==> src/clpe_pkg.sv <==
// ----------------------------------------------------------------------------
// clpe_pkg
// shared constants, codes and controller/datapath interface types for the
// circular list position engine
// ----------------------------------------------------------------------------
package clpe_pkg;

  localparam int DEPTH  = 32;
  localparam int CNT_W  = $clog2(DEPTH + 1);
  localparam int IDX_W  = $clog2(DEPTH);
  localparam int DATA_W = 32;
  localparam int POS_W  = 8;
  localparam int FUNC_W = 4;
  localparam int STAT_W = 3;
  localparam int OUT_W  = 7;

  typedef enum logic [FUNC_W-1:0] {
    FN_INS_FRONT = 4'd0,
    FN_INS_END   = 4'd1,
    FN_INS_AT    = 4'd2,
    FN_DEL_FRONT = 4'd3,
    FN_DEL_END   = 4'd4,
    FN_DEL_AT    = 4'd5,
    FN_SEARCH    = 4'd6,
    FN_REVERSE   = 4'd7,
    FN_DUMP      = 4'd8
  } func_t;

  typedef enum logic [STAT_W-1:0] {
    ST_OK      = 3'd0,
    ST_EMPTY   = 3'd1,
    ST_FULL    = 3'd2,
    ST_BADPOS  = 3'd3,
    ST_MISSING = 3'd4
  } status_t;

  // pointer setup on request accept
  typedef enum logic [2:0] {
    LD_INS_FRONT = 3'd0,
    LD_INS_END   = 3'd1,
    LD_INS_AT    = 3'd2,
    LD_DEL_FRONT = 3'd3,
    LD_DEL_END   = 3'd4,
    LD_DEL_AT    = 3'd5,
    LD_SCAN      = 3'd6,
    LD_REV       = 3'd7
  } ld_t;

  typedef enum logic [1:0] {
    RA_A   = 2'd0,
    RA_AM1 = 2'd1,
    RA_AP1 = 2'd2,
    RA_B   = 2'd3
  } ra_t;

  typedef enum logic {
    WA_A = 1'b0,
    WA_B = 1'b1
  } wa_t;

  typedef enum logic [1:0] {
    WD_VAL = 2'd0,
    WD_RD  = 2'd1,
    WD_TMP = 2'd2
  } wd_t;

  typedef enum logic [1:0] {
    DS_ZERO = 2'd0,
    DS_TMP  = 2'd1,
    DS_RD   = 2'd2
  } dsel_t;

  typedef enum logic {
    FS_ZERO = 1'b0,
    FS_AP1  = 1'b1
  } fsel_t;

  typedef struct packed {
    logic    ld;
    ld_t     ld_sel;
    logic    rd_en;
    ra_t     ra_sel;
    logic    wr_en;
    wa_t     wa_sel;
    wd_t     wd_sel;
    logic    tmp_ld;
    logic    a_inc;
    logic    a_dec;
    logic    b_dec;
    logic    k_dec;
    logic    cnt_inc;
    logic    cnt_dec;
    logic    emit;
    status_t emit_st;
    dsel_t   data_sel;
    fsel_t   fpos_sel;
    logic    last;
  } cmd_t;

  typedef struct packed {
    logic cnt_zero;
    logic cnt_one;
    logic cnt_full;
    logic pos_le1;
    logic k_zero;
    logic k_one;
    logic match;
  } sts_t;

endpackage

==> src/clpe_ctrl.sv <==
// ----------------------------------------------------------------------------
// clpe_ctrl
// request decode and sequencing state machine; walks the list with at most one
// memory access per cycle and steers the datapath through command signals
// ----------------------------------------------------------------------------
module clpe_ctrl
  import clpe_pkg::*;
(
  input  logic              clk,
  input  logic              rst_n,
  input  logic              start,
  input  logic [FUNC_W-1:0] in_func,
  input  sts_t              sts,
  output cmd_t              cmd,
  output logic              busy
);

  typedef enum logic [14:0] {
    S_IDLE      = 15'b000000000000001,
    S_INS_RD    = 15'b000000000000010,
    S_INS_WR    = 15'b000000000000100,
    S_DEL_RD0   = 15'b000000000001000,
    S_DEL_CAP   = 15'b000000000010000,
    S_DEL_RD    = 15'b000000000100000,
    S_DEL_WR    = 15'b000000001000000,
    S_SRCH_RD   = 15'b000000010000000,
    S_SRCH_CMP  = 15'b000000100000000,
    S_REV_RDA   = 15'b000001000000000,
    S_REV_RDB   = 15'b000010000000000,
    S_REV_WRA   = 15'b000100000000000,
    S_REV_WRB   = 15'b001000000000000,
    S_DUMP_RD   = 15'b010000000000000,
    S_DUMP_EMIT = 15'b100000000000000
  } state_t;

  state_t state_r, state_nxt;

  assign busy = (state_r != S_IDLE);

  always_ff @(posedge clk) begin
    if (!rst_n) begin
      state_r <= S_IDLE;
    end else begin
      state_r <= state_nxt;
    end
  end

  always_comb begin
    cmd       = '0;
    state_nxt = state_r;
    unique case (state_r)
      S_IDLE: begin
        if (start) begin
          cmd.ld   = 1'b1;
          cmd.last = 1'b1;
          unique case (in_func)
            FN_INS_FRONT, FN_INS_END, FN_INS_AT: begin
              cmd.ld_sel = (in_func == FN_INS_FRONT) ? LD_INS_FRONT :
                           (in_func == FN_INS_END)   ? LD_INS_END : LD_INS_AT;
              if (sts.cnt_full) begin
                cmd.emit    = 1'b1;
                cmd.emit_st = ST_FULL;
              end else begin
                state_nxt = S_INS_RD;
              end
            end
            FN_DEL_FRONT, FN_DEL_END, FN_DEL_AT: begin
              cmd.ld_sel = (in_func == FN_DEL_FRONT) ? LD_DEL_FRONT :
                           (in_func == FN_DEL_END)   ? LD_DEL_END : LD_DEL_AT;
              priority if (sts.cnt_zero) begin
                cmd.emit    = 1'b1;
                cmd.emit_st = ST_EMPTY;
              end else if (in_func == FN_DEL_AT && sts.cnt_one && !sts.pos_le1) begin
                cmd.emit    = 1'b1;
                cmd.emit_st = ST_BADPOS;
              end else begin
                state_nxt = S_DEL_RD0;
              end
            end
            FN_SEARCH: begin
              cmd.ld_sel = LD_SCAN;
              if (sts.cnt_zero) begin
                cmd.emit    = 1'b1;
                cmd.emit_st = ST_EMPTY;
              end else begin
                state_nxt = S_SRCH_RD;
              end
            end
            FN_REVERSE: begin
              cmd.ld_sel = LD_REV;
              state_nxt  = S_REV_RDA;
            end
            FN_DUMP: begin
              cmd.ld_sel = LD_SCAN;
              if (sts.cnt_zero) begin
                cmd.emit    = 1'b1;
                cmd.emit_st = ST_EMPTY;
              end else begin
                state_nxt = S_DUMP_RD;
              end
            end
            default: begin
              cmd.emit    = 1'b1;
              cmd.emit_st = ST_OK;
            end
          endcase
        end
      end
      S_INS_RD: begin
        if (sts.k_zero) begin
          cmd.wr_en   = 1'b1;
          cmd.wa_sel  = WA_A;
          cmd.wd_sel  = WD_VAL;
          cmd.cnt_inc = 1'b1;
          cmd.emit    = 1'b1;
          cmd.emit_st = ST_OK;
          cmd.last    = 1'b1;
          state_nxt   = S_IDLE;
        end else begin
          cmd.rd_en  = 1'b1;
          cmd.ra_sel = RA_AM1;
          state_nxt  = S_INS_WR;
        end
      end
      S_INS_WR: begin
        cmd.wr_en  = 1'b1;
        cmd.wa_sel = WA_A;
        cmd.wd_sel = WD_RD;
        cmd.a_dec  = 1'b1;
        cmd.k_dec  = 1'b1;
        state_nxt  = S_INS_RD;
      end
      S_DEL_RD0: begin
        cmd.rd_en  = 1'b1;
        cmd.ra_sel = RA_A;
        state_nxt  = S_DEL_CAP;
      end
      S_DEL_CAP: begin
        cmd.tmp_ld = 1'b1;
        state_nxt  = S_DEL_RD;
      end
      S_DEL_RD: begin
        if (sts.k_zero) begin
          cmd.cnt_dec  = 1'b1;
          cmd.emit     = 1'b1;
          cmd.emit_st  = ST_OK;
          cmd.data_sel = DS_TMP;
          cmd.last     = 1'b1;
          state_nxt    = S_IDLE;
        end else begin
          cmd.rd_en  = 1'b1;
          cmd.ra_sel = RA_AP1;
          state_nxt  = S_DEL_WR;
        end
      end
      S_DEL_WR: begin
        cmd.wr_en  = 1'b1;
        cmd.wa_sel = WA_A;
        cmd.wd_sel = WD_RD;
        cmd.a_inc  = 1'b1;
        cmd.k_dec  = 1'b1;
        state_nxt  = S_DEL_RD;
      end
      S_SRCH_RD: begin
        if (sts.k_zero) begin
          cmd.emit    = 1'b1;
          cmd.emit_st = ST_MISSING;
          cmd.last    = 1'b1;
          state_nxt   = S_IDLE;
        end else begin
          cmd.rd_en  = 1'b1;
          cmd.ra_sel = RA_A;
          state_nxt  = S_SRCH_CMP;
        end
      end
      S_SRCH_CMP: begin
        if (sts.match) begin
          cmd.emit     = 1'b1;
          cmd.emit_st  = ST_OK;
          cmd.fpos_sel = FS_AP1;
          cmd.last     = 1'b1;
          state_nxt    = S_IDLE;
        end else begin
          cmd.a_inc = 1'b1;
          cmd.k_dec = 1'b1;
          state_nxt = S_SRCH_RD;
        end
      end
      S_REV_RDA: begin
        if (sts.k_zero) begin
          cmd.emit    = 1'b1;
          cmd.emit_st = ST_OK;
          cmd.last    = 1'b1;
          state_nxt   = S_IDLE;
        end else begin
          cmd.rd_en  = 1'b1;
          cmd.ra_sel = RA_A;
          state_nxt  = S_REV_RDB;
        end
      end
      S_REV_RDB: begin
        cmd.tmp_ld = 1'b1;
        cmd.rd_en  = 1'b1;
        cmd.ra_sel = RA_B;
        state_nxt  = S_REV_WRA;
      end
      S_REV_WRA: begin
        cmd.wr_en  = 1'b1;
        cmd.wa_sel = WA_A;
        cmd.wd_sel = WD_RD;
        state_nxt  = S_REV_WRB;
      end
      S_REV_WRB: begin
        cmd.wr_en  = 1'b1;
        cmd.wa_sel = WA_B;
        cmd.wd_sel = WD_TMP;
        cmd.a_inc  = 1'b1;
        cmd.b_dec  = 1'b1;
        cmd.k_dec  = 1'b1;
        state_nxt  = S_REV_RDA;
      end
      S_DUMP_RD: begin
        cmd.rd_en  = 1'b1;
        cmd.ra_sel = RA_A;
        state_nxt  = S_DUMP_EMIT;
      end
      S_DUMP_EMIT: begin
        cmd.emit     = 1'b1;
        cmd.emit_st  = ST_OK;
        cmd.data_sel = DS_RD;
        cmd.fpos_sel = FS_AP1;
        cmd.last     = sts.k_one;
        cmd.a_inc    = 1'b1;
        cmd.k_dec    = 1'b1;
        state_nxt    = sts.k_one ? S_IDLE : S_DUMP_RD;
      end
      default: begin
        state_nxt = S_IDLE;
      end
    endcase
  end

endmodule

==> src/clpe_dpath.sv <==
// ----------------------------------------------------------------------------
// clpe_dpath
// entry memory, list pointers, entry count and result register; one read
// and one write of the entry memory per cycle
// ----------------------------------------------------------------------------
module clpe_dpath
  import clpe_pkg::*;
(
  input  logic              clk,
  input  logic              rst_n,
  input  logic [DATA_W-1:0] in_value,
  input  logic [POS_W-1:0]  in_position,
  input  cmd_t              cmd,
  output sts_t              sts,
  output logic              out_strobe,
  output logic [STAT_W-1:0] out_status,
  output logic [DATA_W-1:0] out_data,
  output logic [OUT_W-1:0]  out_found_position,
  output logic [OUT_W-1:0]  out_count,
  output logic              out_last
);

  logic [DATA_W-1:0] entries_r [DEPTH];
  logic [DATA_W-1:0] rd_data_r;
  logic [DATA_W-1:0] val_r, tmp_r;
  logic [CNT_W-1:0]  cnt_r, cnt_nxt;
  logic [CNT_W-1:0]  a_r, a_nxt;
  logic [CNT_W-1:0]  b_r, b_nxt;
  logic [CNT_W-1:0]  k_r, k_nxt;
  logic              out_strobe_r;
  logic [STAT_W-1:0] out_status_r;
  logic [DATA_W-1:0] out_data_r;
  logic [OUT_W-1:0]  out_fpos_r;
  logic [OUT_W-1:0]  out_count_r;
  logic              out_last_r;

  logic [CNT_W-1:0]  cnt_m1, a_m1, a_p1;
  logic [POS_W-1:0]  pos_m1;
  logic              pos_le1;
  logic [CNT_W-1:0]  ins_at_idx, del_at_idx;
  logic [IDX_W-1:0]  rd_addr, wr_addr;
  logic [DATA_W-1:0] wr_data, emit_data;

  assign cnt_m1  = cnt_r - 1'b1;
  assign a_m1    = a_r - 1'b1;
  assign a_p1    = a_r + 1'b1;
  assign pos_m1  = in_position - 1'b1;
  assign pos_le1 = (in_position <= POS_W'(1));

  // clamp positions to the current list length
  always_comb begin
    if (cnt_r == '0 || pos_le1) begin
      ins_at_idx = '0;
    end else if (pos_m1 > POS_W'(cnt_r)) begin
      ins_at_idx = cnt_r;
    end else begin
      ins_at_idx = CNT_W'(pos_m1);
    end
    if (pos_le1) begin
      del_at_idx = '0;
    end else if (pos_m1 > POS_W'(cnt_m1)) begin
      del_at_idx = cnt_m1;
    end else begin
      del_at_idx = CNT_W'(pos_m1);
    end
  end

  assign sts.cnt_zero = (cnt_r == '0);
  assign sts.cnt_one  = (cnt_r == CNT_W'(1));
  assign sts.cnt_full = (cnt_r == CNT_W'(DEPTH));
  assign sts.pos_le1  = pos_le1;
  assign sts.k_zero   = (k_r == '0);
  assign sts.k_one    = (k_r == CNT_W'(1));
  assign sts.match    = (rd_data_r == val_r);

  // pointer and count update
  always_comb begin
    a_nxt   = a_r;
    b_nxt   = b_r;
    k_nxt   = k_r;
    cnt_nxt = cnt_r;
    if (cmd.ld) begin
      unique case (cmd.ld_sel)
        LD_INS_FRONT: begin
          a_nxt = cnt_r;
          k_nxt = cnt_r;
        end
        LD_INS_END: begin
          a_nxt = cnt_r;
          k_nxt = '0;
        end
        LD_INS_AT: begin
          a_nxt = cnt_r;
          k_nxt = cnt_r - ins_at_idx;
        end
        LD_DEL_FRONT: begin
          a_nxt = '0;
          k_nxt = cnt_m1;
        end
        LD_DEL_END: begin
          a_nxt = cnt_m1;
          k_nxt = '0;
        end
        LD_DEL_AT: begin
          a_nxt = del_at_idx;
          k_nxt = cnt_m1 - del_at_idx;
        end
        LD_SCAN: begin
          a_nxt = '0;
          k_nxt = cnt_r;
        end
        LD_REV: begin
          a_nxt = '0;
          b_nxt = cnt_m1;
          k_nxt = cnt_r >> 1;
        end
        default: begin
          a_nxt = '0;
        end
      endcase
    end else begin
      if (cmd.a_inc) a_nxt = a_p1;
      if (cmd.a_dec) a_nxt = a_m1;
      if (cmd.b_dec) b_nxt = b_r - 1'b1;
      if (cmd.k_dec) k_nxt = k_r - 1'b1;
    end
    if (cmd.cnt_inc) cnt_nxt = cnt_r + 1'b1;
    if (cmd.cnt_dec) cnt_nxt = cnt_m1;
  end

  always_ff @(posedge clk) begin
    if (!rst_n) begin
      cnt_r <= '0;
      a_r   <= '0;
      b_r   <= '0;
      k_r   <= '0;
    end else begin
      cnt_r <= cnt_nxt;
      a_r   <= a_nxt;
      b_r   <= b_nxt;
      k_r   <= k_nxt;
    end
  end

  always_ff @(posedge clk) begin
    if (cmd.ld) val_r <= in_value;
    if (cmd.tmp_ld) tmp_r <= rd_data_r;
  end

  // entry memory
  always_comb begin
    unique case (cmd.ra_sel)
      RA_A:    rd_addr = a_r[IDX_W-1:0];
      RA_AM1:  rd_addr = a_m1[IDX_W-1:0];
      RA_AP1:  rd_addr = a_p1[IDX_W-1:0];
      RA_B:    rd_addr = b_r[IDX_W-1:0];
      default: rd_addr = a_r[IDX_W-1:0];
    endcase
    wr_addr = (cmd.wa_sel == WA_B) ? b_r[IDX_W-1:0] : a_r[IDX_W-1:0];
    unique case (cmd.wd_sel)
      WD_VAL:  wr_data = val_r;
      WD_RD:   wr_data = rd_data_r;
      WD_TMP:  wr_data = tmp_r;
      default: wr_data = val_r;
    endcase
  end

  always_ff @(posedge clk) begin
    if (cmd.wr_en) entries_r[wr_addr] <= wr_data;
    if (cmd.rd_en) rd_data_r <= entries_r[rd_addr];
  end

  // result register
  always_comb begin
    unique case (cmd.data_sel)
      DS_ZERO: emit_data = '0;
      DS_TMP:  emit_data = tmp_r;
      DS_RD:   emit_data = rd_data_r;
      default: emit_data = '0;
    endcase
  end

  always_ff @(posedge clk) begin
    if (!rst_n) begin
      out_strobe_r <= 1'b0;
    end else begin
      out_strobe_r <= cmd.emit;
    end
  end

  always_ff @(posedge clk) begin
    if (cmd.emit) begin
      out_status_r <= cmd.emit_st;
      out_data_r   <= emit_data;
      out_fpos_r   <= (cmd.fpos_sel == FS_AP1) ? OUT_W'(a_p1) : '0;
      out_count_r  <= OUT_W'(cnt_nxt);
      out_last_r   <= cmd.last;
    end
  end

  assign out_strobe         = out_strobe_r;
  assign out_status         = out_status_r;
  assign out_data           = out_data_r;
  assign out_found_position = out_fpos_r;
  assign out_count          = out_count_r;
  assign out_last           = out_last_r;

endmodule

==> src/circular_list_position_engine.sv <==
// ----------------------------------------------------------------------------
// circular_list_position_engine
// ordered store of signed 32-bit entries with positional insert, delete,
// search, reverse and dump; one request at a time, results on a strobe
// codes that fail or need no walk are answered straight from idle; insert and
//   delete shift entries one at a time, each a read then a write; search reads
//   and compares each entry in turn; reverse swaps pairs with two reads and two
//   writes; dump reads and emits each entry in turn; the next request
//   is taken in the cycle that shows the final result of the previous one
// reset clears the entry count and controller, not the entry memory; results
//   cannot be stalled by the receiver
// ----------------------------------------------------------------------------
module circular_list_position_engine
  import clpe_pkg::*;
(
  input  logic              clk,
  input  logic              rst_n,
  input  logic              start,
  output logic              busy,
  input  logic [FUNC_W-1:0] in_func,
  input  logic [DATA_W-1:0] in_value,
  input  logic [POS_W-1:0]  in_position,
  output logic              out_strobe,
  output logic [STAT_W-1:0] out_status,
  output logic [DATA_W-1:0] out_data,
  output logic [OUT_W-1:0]  out_found_position,
  output logic [OUT_W-1:0]  out_count,
  output logic              out_last
);

  cmd_t cmd;
  sts_t sts;

  clpe_ctrl u_ctrl (
    .clk     (clk),
    .rst_n   (rst_n),
    .start   (start),
    .in_func (in_func),
    .sts     (sts),
    .cmd     (cmd),
    .busy    (busy)
  );

  clpe_dpath u_dpath (
    .clk                (clk),
    .rst_n              (rst_n),
    .in_value           (in_value),
    .in_position        (in_position),
    .cmd                (cmd),
    .sts                (sts),
    .out_strobe         (out_strobe),
    .out_status         (out_status),
    .out_data           (out_data),
    .out_found_position (out_found_position),
    .out_count          (out_count),
    .out_last           (out_last)
  );

endmodule

==> config.mk <==
export PLATFORM = sky130hd
export DESIGN_NAME = circular_list_position_engine
export DESIGN_NICKNAME = d
export VERILOG_FILES = /design/src/clpe_pkg.sv /design/src/clpe_ctrl.sv /design/src/clpe_dpath.sv /design/src/circular_list_position_engine.sv
export SDC_FILE = /design/constraint.sdc
export NUM_CORES = 2
export LEC_CHECK = 0
export ABC_CLOCK_PERIOD_IN_PS = 7020
export BUFFER_PORTS_ARGS = -buffer_cell sky130_fd_sc_hd__buf_2
export CAP_MARGIN = 10
export CORE_ASPECT_RATIO = 1.4
export CORE_MARGIN = 8
export CORE_UTILIZATION = 50
export CTS_CLUSTER_SIZE = 14
export DETAILED_ROUTE_END_ITERATION = 10
export MAX_ROUTING_LAYER = met4
export PLACE_DENSITY = 0.73
export SYNTH_ARGS = -nofsm -noshare
export SYNTH_HDL_FRONTEND = slang
export SYNTH_HIERARCHICAL = 1
export SYNTH_SLANG_ARGS = --single-unit
export TNS_END_PERCENT = 10
==> constraint.sdc <==
create_clock -name clk -period 7.02 [get_ports clk]
set_input_delay 1.404 -clock clk [delete_from_list [all_inputs] [get_ports clk]]
set_output_delay 1.404 -clock clk [all_outputs]
set_load 0.005 [all_outputs]
==> impl_metrics.tcl <==
set metrics [dict create \
    outcome "finished, final reports clean" \
    die-area_sq_um 124000 \
    cts.clk_slew.worst_paths_ns 0.06 \
    die_h_um 413 \
    cts_tree "built" \
    synth_cell_types 89 \
    io_buffer_count 96 \
    max_freq_mhz 179 \
    clk_latency_ns 0.72 \
    drc 0 \
    drt_first_pass_iters 6 \
    drive_above_1_share_pct 14.0 \
    synth_edf_count 1168 \
    syn_avg_cell_area_sq_um 12.8 \
    final_max_slew_viol_count 0 \
    drv_cap 0 \
    dp_hpwl_um 88700 \
    wl_per_cell_um 26.1 \
    std_cell_rows 145 \
    grt_max_degree 205 \
    grt_pass1_vias 37205 \
    slowest_delay_ns 0.71 \
    hold_violations 0 \
    antenna_found_initial 3 \
    crit_family "simple AND/OR/NAND/NOR gates" \
    numCtsBuffers 111 \
    total_leakage_power_nw 21.5 \
    io_pins 99 \
    finalHoldWorstSlack_ns 0.549 \
    cp_cell_sequence "or4_1 > nand2b_1 > nor2_1 > nand3_1 > o21ai_1 > buf_4 > nand2b_4 > buf_4 > nand3_4 > buf_12 > a21boi_0 > a211oi_1 > a311oi_1 > o32ai_1 > nor3_1" \
    crit_path_end_kind "flop" \
    grt_pass1_wl_um 230000 \
    finalClockSkew_ns 0.0304 \
    drtAntennaViolNets 0 \
    fin_crit_sh_pct 79.7 \
    layout.nets 4419 \
    hold_buffers 0 \
    critPathKind "flop to flop" \
    cpMostUsedCell "buf_4" \
    seq_area_frac_synth_pct 63.8 \
    synthToLayoutAreaGrowth_pct 10.5 \
    rsz0062_at_grt "no" \
    vdd_ir_drop_max_mv 0.228 \
    viasPerCell 6.48 \
    post_cts_buffers 0 \
    htreeDepth 3 \
    drtIter0Drc 4411 \
    cp_slowest_cell "buf_12" \
    worstPathMaxFanout 188 \
    routed_wl_um 154000 \
    hold_path.class "flop to flop" \
    track_usage_pct 24.8 \
    critical_path_arrival_ns 6.03 \
    ys_seq_elements 1207 \
    synthFlopType "edfxtp_1" \
    synth_area_sq_um 56200 \
    startpoint_type "flop" \
    slew_headroom_pct 11.8 \
    fp.coreArea_sq_um 112000 \
    ys_warn_count 6 \
    worst_slew_pin_slew_ns 1.32 \
    vias 38212 \
    cts_buffer_depth 3 \
    setup-tns-final_ns 0 \
    numClockSinks 1207 \
    overflow 0 \
    start_util_pct 50.4 \
    gp_congestion 0.905 \
    setup_viol_count_final 0 \
    crit_buf_inv 3 \
    dieWidth_um 299 \
    clockRootBuffer "clkbuf_16" \
    required_ns 7.46 \
    cts_resized 0 \
    async_flop_share_pct 0 \
    fin_crit_ns 5.60 \
    syn_inst 4380 \
    powerDensity_nw_per_um2 262 \
]
[final timing paths]
| kind | startpoint | end | slack (ns) | depth (start not counted) |
|---|---|---|---|---|
| worst min-delay path | u_dpath/rd_data_r[13]$_DFFE_PP_ | u_dpath/tmp_r[13]$_DFFE_PP_ | 0.55 | 0 |
| worst max-delay path | u_ctrl/state_r[4]$_SDFFE_PN0P_ | u_dpath/rd_data_r[26]$_DFFE_PP_ | 1.42 | 15 |
| worst min register to register | u_dpath/rd_data_r[13]$_DFFE_PP_ | u_dpath/tmp_r[13]$_DFFE_PP_ | 0.55 | 0 |
| worst max register to register | u_ctrl/state_r[4]$_SDFFE_PN0P_ | u_dpath/rd_data_r[26]$_DFFE_PP_ | 1.42 | 15 |
[kinds of logic (layout without fill, tap and decap cells)]
group / count (synthesis) / in the layout / synth area share (%)
other cells: 1 / 4 / 0.00667
simple gates: 1389 / 1389 / 13.1
xor+xnor: 66 / 66 / 1.03
compound gates: 875 / 875 / 11.0
mux: 374 / 374 / 6.97
flops: 1207 / 1207 / 63.8
buf+inv: 429 / 469 / 3.22
fa+ha+maj: 39 / 39 / 0.892
[report_power, final]
part / switching (mW) / internal (mW) / total, mW / leakage, nW
Combinational: 1.52 / 0.653 / 2.17 / 8.97
Clock: 2.65 / 3.20 / 5.86 / 1.70
Sequential: 0.0841 / 8.17 / 8.25 / 10.9
[area by class of cell]
| class | count | area, sq um |
|---|---|---|
| Antenna cell | 2 | 5.00 |
| Clock buffer | 133 | 2900 |
| Clock inverter | 67 | 571 |
| Fill cell | 8851 | 49400 |
| Inverter | 45 | 171 |
| Multi-Input combinational cell | 2745 | 19100 |
| Sequential cell | 1207 | 35900 |
| Tap cell | 1470 | 1840 |
| Timing Repair Buffer | 224 | 1680 |
[cell usage in the layout (no fill, tap or decap), types with 104 or more instances in the layout]
cell type / instances
clkbuf_16: 113
mux2i_1: 242
nand4_1: 131
o211ai_1: 260
nor2b_1: 262
mux2_2: 129
o21ai_0: 163
nand2_1: 225
buf_4: 104
nand3_1: 394
edfxtp_1: 1168
[worst register-to-register path: stages, from the launching register on]
cell and delay, ns:
dfxtp_1 0.38, or4_1 0.70, nand2b_1 0.40, nor2_1 0.28, nand3_1 0.22, o21ai_1 0.16
buf_4 0.30, nand2b_4 0.10, buf_4 0.26, nand3_4 0.19, buf_12 0.71, a21boi_0 0.33
a211oi_1 0.33, a311oi_1 0.10, o32ai_1 0.71, nor3_1 0.14
[stage by stage]
stage	cells	utilization, %	worst slack, ns	total power [mW]	area [sq um]
after floorplan	4381	-	1.85	9.74	56200
after global placement	5680	52.4	1.52	10.5	58500
after detailed placement	5680	52.4	1.53	10.5	58500
after CTS	5880	55.6	1.52	16.3	62000
after global routing	5893	55.7	1.11	16.8	62100
final	5893	55.7	1.42	16.3	62100
[state kept, by name, summed over array words and instances, names as in the netlist, 3 cells and up]
name and count:
u_dpath/out_data 32, u_dpath/a_r 6, u_ctrl/state_r 15, u_dpath/val_r 32, u_dpath/cnt_r 6, u_dpath/b_r 5, u_dpath/out_status 3, u_dpath/tmp_r 32
u_dpath/entries_r 1024, u_dpath/k_r 6, u_dpath/rd_data_r 32, u_dpath/out_found_position 6, u_dpath/out_count 6
[synth_stat cells (all sizes together), types with 39 or more instances]
cell type	n	area share, %
o21ai	202	1.8
edfxtp	1168	62
a21oi	41	0.37
a311oi	63	0.98
buf	136	1.3
nand2	227	1.5
dfxtp	39	1.4
a22oi	69	0.92
and3	73	0.81
nor2b	264	2.9
a211oi	72	0.97
xor2	46	0.72
nand4	131	1.5
mux2i	243	4.3
nor3	62	0.57
a21boi	66	0.88
clkbuf	248	1.7
o211ai	260	3.5
nor2	124	0.85
inv	43	0.29
mux2	130	2.6
nand3	395	3.5
[layer usage]
layer | GRT usage (%) | part of all wire (%)
met2 | 40.9 | 49
met1 | 30.1 | 38
met5 | - | 0
met4 | 11.8 | 4.8
met3 | 3.70 | 8.0
No activity file was read; power rests on OpenSTA's default activity.
